`src/rtl/core/zeck_pkg.sv`:
```
// Shared types, constants and the Fibonacci table for the Zeckendorf encoder.
// Depends on nothing; every other file of the block imports it.
package zeck_pkg;

  localparam int VALUE_WIDTH = 32;
  localparam int DATA_W      = 32;
  localparam int IDX_W       = 6;
  localparam int FIB_COUNT   = 48;

  localparam logic [IDX_W-1:0] TOP_IDX = IDX_W'(FIB_COUNT - 1);
  localparam logic [IDX_W-1:0] MIN_IDX = IDX_W'(2);
  localparam logic [IDX_W-1:0] ZERO_IDX = IDX_W'(0);

  // Only the low VALUE_WIDTH bits of an input word take part.
  localparam logic [DATA_W-1:0] VALUE_MASK = (VALUE_WIDTH >= DATA_W) ? {DATA_W{1'b1}} :
                                             DATA_W'((64'd1 << VALUE_WIDTH) - 64'd1);

  localparam logic [DATA_W-1:0] FIB_TABLE [FIB_COUNT] = '{
    32'd0, 32'd1, 32'd1, 32'd2, 32'd3, 32'd5, 32'd8, 32'd13, 32'd21, 32'd34,
    32'd55, 32'd89, 32'd144, 32'd233, 32'd377, 32'd610, 32'd987, 32'd1597,
    32'd2584, 32'd4181, 32'd6765, 32'd10946, 32'd17711, 32'd28657, 32'd46368,
    32'd75025, 32'd121393, 32'd196418, 32'd317811, 32'd514229, 32'd832040,
    32'd1346269, 32'd2178309, 32'd3524578, 32'd5702887, 32'd9227465,
    32'd14930352, 32'd24157817, 32'd39088169, 32'd63245986, 32'd102334155,
    32'd165580141, 32'd267914296, 32'd433494437, 32'd701408733,
    32'd1134903170, 32'd1836311903, 32'd2971215073
  };

  function automatic logic [DATA_W-1:0] fib_value(input logic [IDX_W-1:0] k);
    logic [DATA_W-1:0] f;
    f = '0;
    if (k <= TOP_IDX) begin
      f = FIB_TABLE[k];
    end
    return f;
  endfunction

  typedef enum logic {
    ST_IDLE,
    ST_RUN
  } state_t;

  // Commands from the controller to the datapath.
  typedef struct packed {
    logic load;
    logic step;
    logic emit;
  } cmd_t;

  // Status from the datapath to the controller.
  typedef struct packed {
    logic fits;
    logic is_last;
    logic out_free;
  } stat_t;

endpackage

```
`src/rtl/core/zeck_in_if.sv`:
```
// Input channel of the Zeckendorf encoder: valid/ready with one value word.
// Depends on zeck_pkg for the data width.
interface zeck_in_if import zeck_pkg::*; ();
  logic              valid;
  logic              ready;
  logic [DATA_W-1:0] value;

  modport source (output valid, output value, input ready);
  modport sink (input valid, input value, output ready);
endinterface

```
`src/rtl/core/zeck_out_if.sv`:
```
// Output channel of the Zeckendorf encoder: valid/ready with one term word.
// Depends on zeck_pkg for the field widths.
interface zeck_out_if import zeck_pkg::*; ();
  logic              valid;
  logic              ready;
  logic [DATA_W-1:0] term;
  logic [IDX_W-1:0]  fib_index;
  logic              last;

  modport source (output valid, output term, output fib_index, output last, input ready);
  modport sink (input valid, input term, input fib_index, input last, output ready);
endinterface

```
`src/rtl/core/zeck_ctrl.sv`:
```
// Controller of the Zeckendorf encoder: takes a word, then walks the index down
// and tells the datapath when to emit a term. Depends on zeck_pkg.
module zeck_ctrl import zeck_pkg::*; (
  input  logic  clk,
  input  logic  rst,
  input  logic  in_valid,
  output logic  in_ready,
  input  stat_t stat,
  output cmd_t  cmd
);

  state_t state, state_next;

  always_ff @(posedge clk) begin
    if (rst) begin
      state <= ST_IDLE;
    end else begin
      state <= state_next;
    end
  end

  always_comb begin
    state_next = state;
    in_ready   = 1'b0;
    cmd        = '0;
    case (state)
      ST_IDLE: begin
        in_ready = 1'b1;
        if (in_valid) begin
          cmd.load   = 1'b1;
          state_next = ST_RUN;
        end
      end
      ST_RUN: begin
        if (stat.fits) begin
          // A term is ready; it waits here until the output register frees up.
          if (stat.out_free) begin
            cmd.emit = 1'b1;
            if (stat.is_last) begin
              state_next = ST_IDLE;
            end
          end
        end else begin
          cmd.step = 1'b1;
        end
      end
      default: begin
        state_next = ST_IDLE;
      end
    endcase
  end

endmodule

```
`src/rtl/core/zeck_dp.sv`:
```
// Datapath of the Zeckendorf encoder: remainder and index registers, the
// compare-subtract against the Fibonacci table, and the output register.
// Depends on zeck_pkg.
module zeck_dp import zeck_pkg::*; (
  input  logic              clk,
  input  logic              rst,
  input  logic [DATA_W-1:0] value,
  input  cmd_t              cmd,
  output stat_t             stat,
  output logic              out_valid,
  input  logic              out_ready,
  output logic [DATA_W-1:0] term,
  output logic [IDX_W-1:0]  fib_index,
  output logic              last
);

  logic [DATA_W-1:0] rem;
  logic [IDX_W-1:0]  k;
  logic [DATA_W-1:0] fib_k;
  logic              rem_zero;

  assign fib_k    = fib_value(k);
  assign rem_zero = (rem == '0);

  // A zero word is only seen before its first term and yields a single zero term.
  assign stat.fits     = rem_zero || (fib_k <= rem) || (k == MIN_IDX);
  assign stat.is_last  = rem_zero || (rem == fib_k);
  assign stat.out_free = !out_valid || out_ready;

  always_ff @(posedge clk) begin
    if (cmd.load) begin
      rem <= value & VALUE_MASK;
      k   <= TOP_IDX;
    end else if (cmd.emit) begin
      // The next term is at least two places lower, so stepping down at once is safe.
      rem <= rem - fib_k;
      k   <= k - IDX_W'(1);
    end else if (cmd.step) begin
      k <= k - IDX_W'(1);
    end
  end

  always_ff @(posedge clk) begin
    if (rst) begin
      out_valid <= 1'b0;
    end else if (cmd.emit) begin
      out_valid <= 1'b1;
    end else if (out_ready) begin
      out_valid <= 1'b0;
    end
  end

  always_ff @(posedge clk) begin
    if (cmd.emit) begin
      term      <= rem_zero ? '0 : fib_k;
      fib_index <= rem_zero ? ZERO_IDX : k;
      last      <= stat.is_last;
    end
  end

endmodule

```
`src/rtl/core/zeckendorf_encoder.sv`:
```
// Channel   Role   Word
// value_ch  sink   value[31:0]
// term_ch   source term[31:0], fib_index[5:0], last
//
// A word is loaded and then the index walks down from 47 to the index of its
// smallest term, one index per cycle while the output does not stall. The
// index walk lives in the controller and datapath.
// Terms leave through an output register, so the next word can be taken while
// the final term of the previous one still waits. A stalled output holds the
// walk at the pending term. Reset is synchronous and clears the controller and
// the output valid flag.
module zeckendorf_encoder import zeck_pkg::*; (
  input logic              clk,
  input logic              rst,
  zeck_in_if.sink          value_ch,
  zeck_out_if.source       term_ch
);

  cmd_t  cmd;
  stat_t stat;

  zeck_ctrl u_ctrl (
    .clk      (clk),
    .rst      (rst),
    .in_valid (value_ch.valid),
    .in_ready (value_ch.ready),
    .stat     (stat),
    .cmd      (cmd)
  );

  zeck_dp u_dp (
    .clk       (clk),
    .rst       (rst),
    .value     (value_ch.value),
    .cmd       (cmd),
    .stat      (stat),
    .out_valid (term_ch.valid),
    .out_ready (term_ch.ready),
    .term      (term_ch.term),
    .fib_index (term_ch.fib_index),
    .last      (term_ch.last)
  );

  // One word at a time: in the cycle after a word is taken, input is closed.
  a_one_word: assert property (@(posedge clk) disable iff (rst)
    value_ch.valid && value_ch.ready |=> !value_ch.ready)
    else $error("input accepted while a word is still being encoded");

  // A term that is not the final one is never below F(4).
  a_nonlast_index: assert property (@(posedge clk) disable iff (rst)
    term_ch.valid && !term_ch.last |-> term_ch.fib_index >= IDX_W'(4))
    else $error("non-final term with too small an index");

  // A zero term only appears alone, as the final term with index zero.
  a_zero_term: assert property (@(posedge clk) disable iff (rst)
    term_ch.valid && (term_ch.term == '0) |-> term_ch.last && (term_ch.fib_index == ZERO_IDX))
    else $error("zero term without last or with nonzero index");

  // Commands are mutually exclusive.
  a_cmd_onehot: assert property (@(posedge clk) disable iff (rst)
    $onehot0({cmd.load, cmd.step, cmd.emit}))
    else $error("controller issued more than one command");

endmodule
```
`src/flat_wrapper.sv`:
```
// flat-port wrapper written by rule: the top's interface ports become plain ports
module zeckendorf_encoder_flat import zeck_pkg::*;
  (clk, rst, value_ch_valid, value_ch_value, value_ch_ready, term_ch_valid, term_ch_term, term_ch_fib_index, term_ch_last, term_ch_ready);
  zeck_in_if value_ch_i ();
  zeck_out_if term_ch_i ();
  input logic clk;
  input logic rst;
  input wire logic [$bits(value_ch_i.valid)-1:0] value_ch_valid;
  input wire logic [$bits(value_ch_i.value)-1:0] value_ch_value;
  output wire logic [$bits(value_ch_i.ready)-1:0] value_ch_ready;
  output wire logic [$bits(term_ch_i.valid)-1:0] term_ch_valid;
  output wire logic [$bits(term_ch_i.term)-1:0] term_ch_term;
  output wire logic [$bits(term_ch_i.fib_index)-1:0] term_ch_fib_index;
  output wire logic [$bits(term_ch_i.last)-1:0] term_ch_last;
  input wire logic [$bits(term_ch_i.ready)-1:0] term_ch_ready;
  assign value_ch_i.valid = value_ch_valid;
  assign value_ch_i.value = value_ch_value;
  assign value_ch_ready = value_ch_i.ready;
  assign term_ch_valid = term_ch_i.valid;
  assign term_ch_term = term_ch_i.term;
  assign term_ch_fib_index = term_ch_i.fib_index;
  assign term_ch_last = term_ch_i.last;
  assign term_ch_i.ready = term_ch_ready;
  zeckendorf_encoder u_core (.clk(clk), .rst(rst), .value_ch(value_ch_i), .term_ch(term_ch_i));
endmodule
```
`config.mk`:
```
export PLATFORM = sky130hd
export DESIGN_NAME = zeckendorf_encoder_flat
export DESIGN_NICKNAME = d
export VERILOG_FILES = /design/src/rtl/core/zeck_pkg.sv /design/src/rtl/core/zeck_in_if.sv /design/src/rtl/core/zeck_out_if.sv /design/src/rtl/core/zeck_ctrl.sv /design/src/rtl/core/zeck_dp.sv /design/src/rtl/core/zeckendorf_encoder.sv /design/src/flat_wrapper.sv
export SDC_FILE = /design/constraint.sdc
export NUM_CORES = 1
export LEC_CHECK = 0
export BUFFER_PORTS_ARGS = -buffer_cell sky130_fd_sc_hd__buf_2
export CAP_MARGIN = 20
export CORE_UTILIZATION = 60
export DETAILED_ROUTE_END_ITERATION = 8
export PLACE_DENSITY = 0.84
export RECOVER_POWER = 100
export SLEW_MARGIN = 20
export SYNTH_ARGS = -nofsm -noshare
export SYNTH_HDL_FRONTEND = slang
export SYNTH_SLANG_ARGS = --single-unit
```
`constraint.sdc`:
```
create_clock -name clk -period 10.4 [get_ports clk]
set_input_delay 1.04 -clock clk [delete_from_list [all_inputs] [get_ports clk]]
set_output_delay 1.04 -clock clk [all_outputs]
set_load 0.05 [all_outputs]
```
==> run_results.csv <==
group,metric,value,unit
placement,hpwl,14200,um
detailed_routing,dr.pass1.iters,5,
sta,fmax,128,MHz
synth,syn_avg_cell_area,8.36,um^2
global_routing,antenna_found_initial,0,
clock_tree,clk_pin_slew_worst_paths,0.09,ns
clock_tree,clk_path_buf_depth,2,
placement,routabilityCongestion,0.942,
global_routing,first_global_vias,5878,
synth,synth.net_count,853,
status,status,"finished, violations left",
detailed_routing,num_vias,6323,
global_routing,grt_use_total,0.355,
floorplanning,die_width,105,um
synth,synth_edf_count,71,
synth,yosys.area.top_type,"edfxtp_1",
sta,finClkSkew,0.0211,ns
critical_path,rr_startpoint,"u_core.u_dp.k[4]",
status,violations,"max-capacitance violations, max-slew violations",
synth,synth-async-reset-ratio,0,
synth,ys_seq_elements,79,
sta,setup_viol,0,
floorplanning,start_util,0.619,
floorplanning,core_area,10400,um^2
synth,synthTopCellsByArea,"edfxtp_1 33%, ha_1 9.3%, a21oi_1 6.0%",
sta,period_share,0.749,
detailed_routing,drt-total-wl,19300,um
clock_tree,cts_tree,"built",
power_and_ir_drop,power_density,337,nW/um^2
critical_path,max_stage_delay,1.89,ns
clock_tree,cts_root_buf,"clkbuf_8",
sta,post-route-min-period,7.79,ns
cells_and_area,final_cell_mix,"99 x nor2_1, 77 x nand2_1, 77 x a21oi_1",
critical_path,critPathSlowestCell,"o21ai_0",
cells_and_area,layout.nets,897,
critical_path,crit_family,"compound AO/OA/AOI/OAI gates",
cells_and_area,drive_gt1_frac,0.0845,
sta,rsz0062_at_grt,"false",
clock_tree,clkLatencyLatePin,0.38,ns
cells_and_area,multi_input_area,3790,um^2
cells_and_area,final_common_cell,"nor2_1",
synth,synthCells,768,
clock_tree,cts_sinks,79,
critical_path,cp_cell_sequence,"clkinv_1, nand2_1, o21ai_0, a221oi_1, nor2_1, a31oi_1, inv_1, fa_1, nor2b_1, o21ai_0, a21oi_1, nor3_1, o31ai_1, a211o_2, nand2_1, o21ai_0, clkbuf_1",
sta,relSlewSlack,-0.698,
critical_path,crit_cells,17,
detailed_routing,viasPerCell,6.63,
floorplanning,ioPinCount,77,
min_path,min_from,"u_core.u_dp.out_valid",
floorplanning,dieArea,11100,um^2
sta,worstMarginPinSlew,2.52,ns
cells_and_area,final-seq-area,2290,um^2
critical_path,r2r_cells,17,
placement,place_ws,4.44,ns
clock_tree,cts_setup_buffers,0,
synth,yosys.area.top_type_share,0.332,
sta,fin_ws,2.61,ns
sta,hold_viol_final,0,
critical_path,worst-path-buf-inv,3,
floorplanning,fp.dieH,105,um
clock_tree,cts_buffers,9,
sta,fin_setup_tns,0,ns
critical_path,regToRegEndpoint,"u_core.u_dp.rem[10]",
cells_and_area,fillers,890,
critical_path,cpMostUsedCell,"o21ai_0",
detailed_routing,route.detailed.drc,0,
synth,synthFlopType,"edfxtp_1",
critical_path,crit_end,"u_core.u_dp.rem[10]",
cells_and_area,areaGrowthSynthToFinish,8.08,%
power_and_ir_drop,p_leak,2.71,nW
sta,whs,0.555,ns
global_routing,grt_max_degree,74,
sta,slew_violations,58,
clock_tree,cts-resized-gates,0,
synth,yosysSeqAreaShare,0.357,
critical_path,critPathKind,"reg -> reg",
detailed_routing,drtAntennaViolNets,0,
synth,yosysWarnings,0,
global_routing,grt_pass1_wl,30100,um
detailed_routing,wl_per_cell,20.3,um
critical_path,critPathCaptureType,"flip-flop",
critical_path,required,10.40,ns
min_path,hold_class,"reg -> reg",
detailed_routing,drt_iter0_markers,541,
clock_tree,htreeDepth,3,
critical_path,critical_path.max_fanout,26,
clock_tree,hold_buffers,0,
synth,synth_area,6420,um^2
critical_path,cp.arrival,7.79,ns
critical_path,reg2reg_slack,2.61,ns
critical_path,cp-startpoint,"u_core.u_dp.k[4]",
synth,synth_cell_types,69,
power_and_ir_drop,power,2.34,mW
floorplanning,num_rows,37,
placement,io_buffer_count,76,
power_and_ir_drop,peakVddDrop,0.227,mV
critical_path,start_kind,"flip-flop",
global_routing,gr-total-overflow,0,
job,cap_violations,2,
registers in the layout (all words and copies together), names as in the netlist:
| register | flops |
|---|---|
| u_core.u_dp.out_valid | 1 |
| u_core.u_dp.last | 1 |
| u_core.u_dp.term | 32 |
| u_core.u_dp.fib_index | 6 |
| u_core.u_dp.rem | 32 |
| u_core.u_ctrl.state | 1 |
| u_core.u_dp.k | 6 |
Yosys cell counts (13+ instances only):
library cell / n
a211oi_1: 16
a21o_1: 19
a21oi_1: 77
clkbuf_1: 33
edfxtp_1: 71
ha_1: 48
inv_1: 26
nand2_1: 77
nand4_1: 13
nor2_1: 99
nor2b_1: 13
nor3_1: 18
o211ai_1: 14
o21ai_0: 56
xnor2_1: 13
final cells by class:
cell class	count	area share
inverter	28	0.0151
clock inverter	7	0.0117
timing repair buffer	84	0.0544
sequential	79	0.330
clock buffer	9	0.0178
antenna	1	0.000360
multi-input combinational	610	0.546
tap	136	0.0245
worst min path at each step:
stage                     slack [ns]  cells past startpoint                     to
after floorplan                 0.50                      2  u_core.u_dp.out_valid
after global placement          0.55                      2  u_core.u_dp.out_valid
after detailed placement        0.53                      2  u_core.u_dp.out_valid
after CTS                       0.55                      2  u_core.u_dp.out_valid
after global routing            0.58                      2  u_core.u_dp.out_valid
final                           0.55                      2  u_core.u_dp.out_valid
metrics by stage:
step / std cells / utilization / instance area [um^2]
floorplan: 768 / - / 6420
global placement: 936 / 0.660 / 6840
detailed placement: 936 / 0.660 / 6840
CTS: 952 / 0.680 / 7050
global route: 953 / 0.669 / 6940
finish: 954 / 0.670 / 6940
power by group:
group          switching [mW]  leakage, nW  internal (mW)
Combinational           0.974         1.88          0.535
Sequential             0.0656        0.724          0.520
Clock                   0.130        0.106          0.114
Total                    1.17         2.71           1.17
layer usage:
layer,routed length (um),GRT usage,vias up
met1,7890,0.458,2934
met5,0,0,-
met4,809,0.178,0
li1,-,-,2938
met2,8640,0.556,381
met3,1990,0.0866,70
tightest hold or removal path, stage by stage, from the launching register on:
cell and delay [ns]:
dfxtp_1 0.33, nand2b_1 0.11, a21oi_1 0.07
cells by family (layout without fill, tap and decap cells):
logic type      Yosys count  after routing  synth area share
xor+xnor                 23             23            0.0314
fa+ha+maj                49             49            0.0966
buf+inv                  79            128            0.0483
flops                    79             79             0.357
simple gates            270            270             0.191
mux                       8              8            0.0131
other cells               0              1                 0
compound gates          260            260             0.263
(Power assumes the default switching activity.)
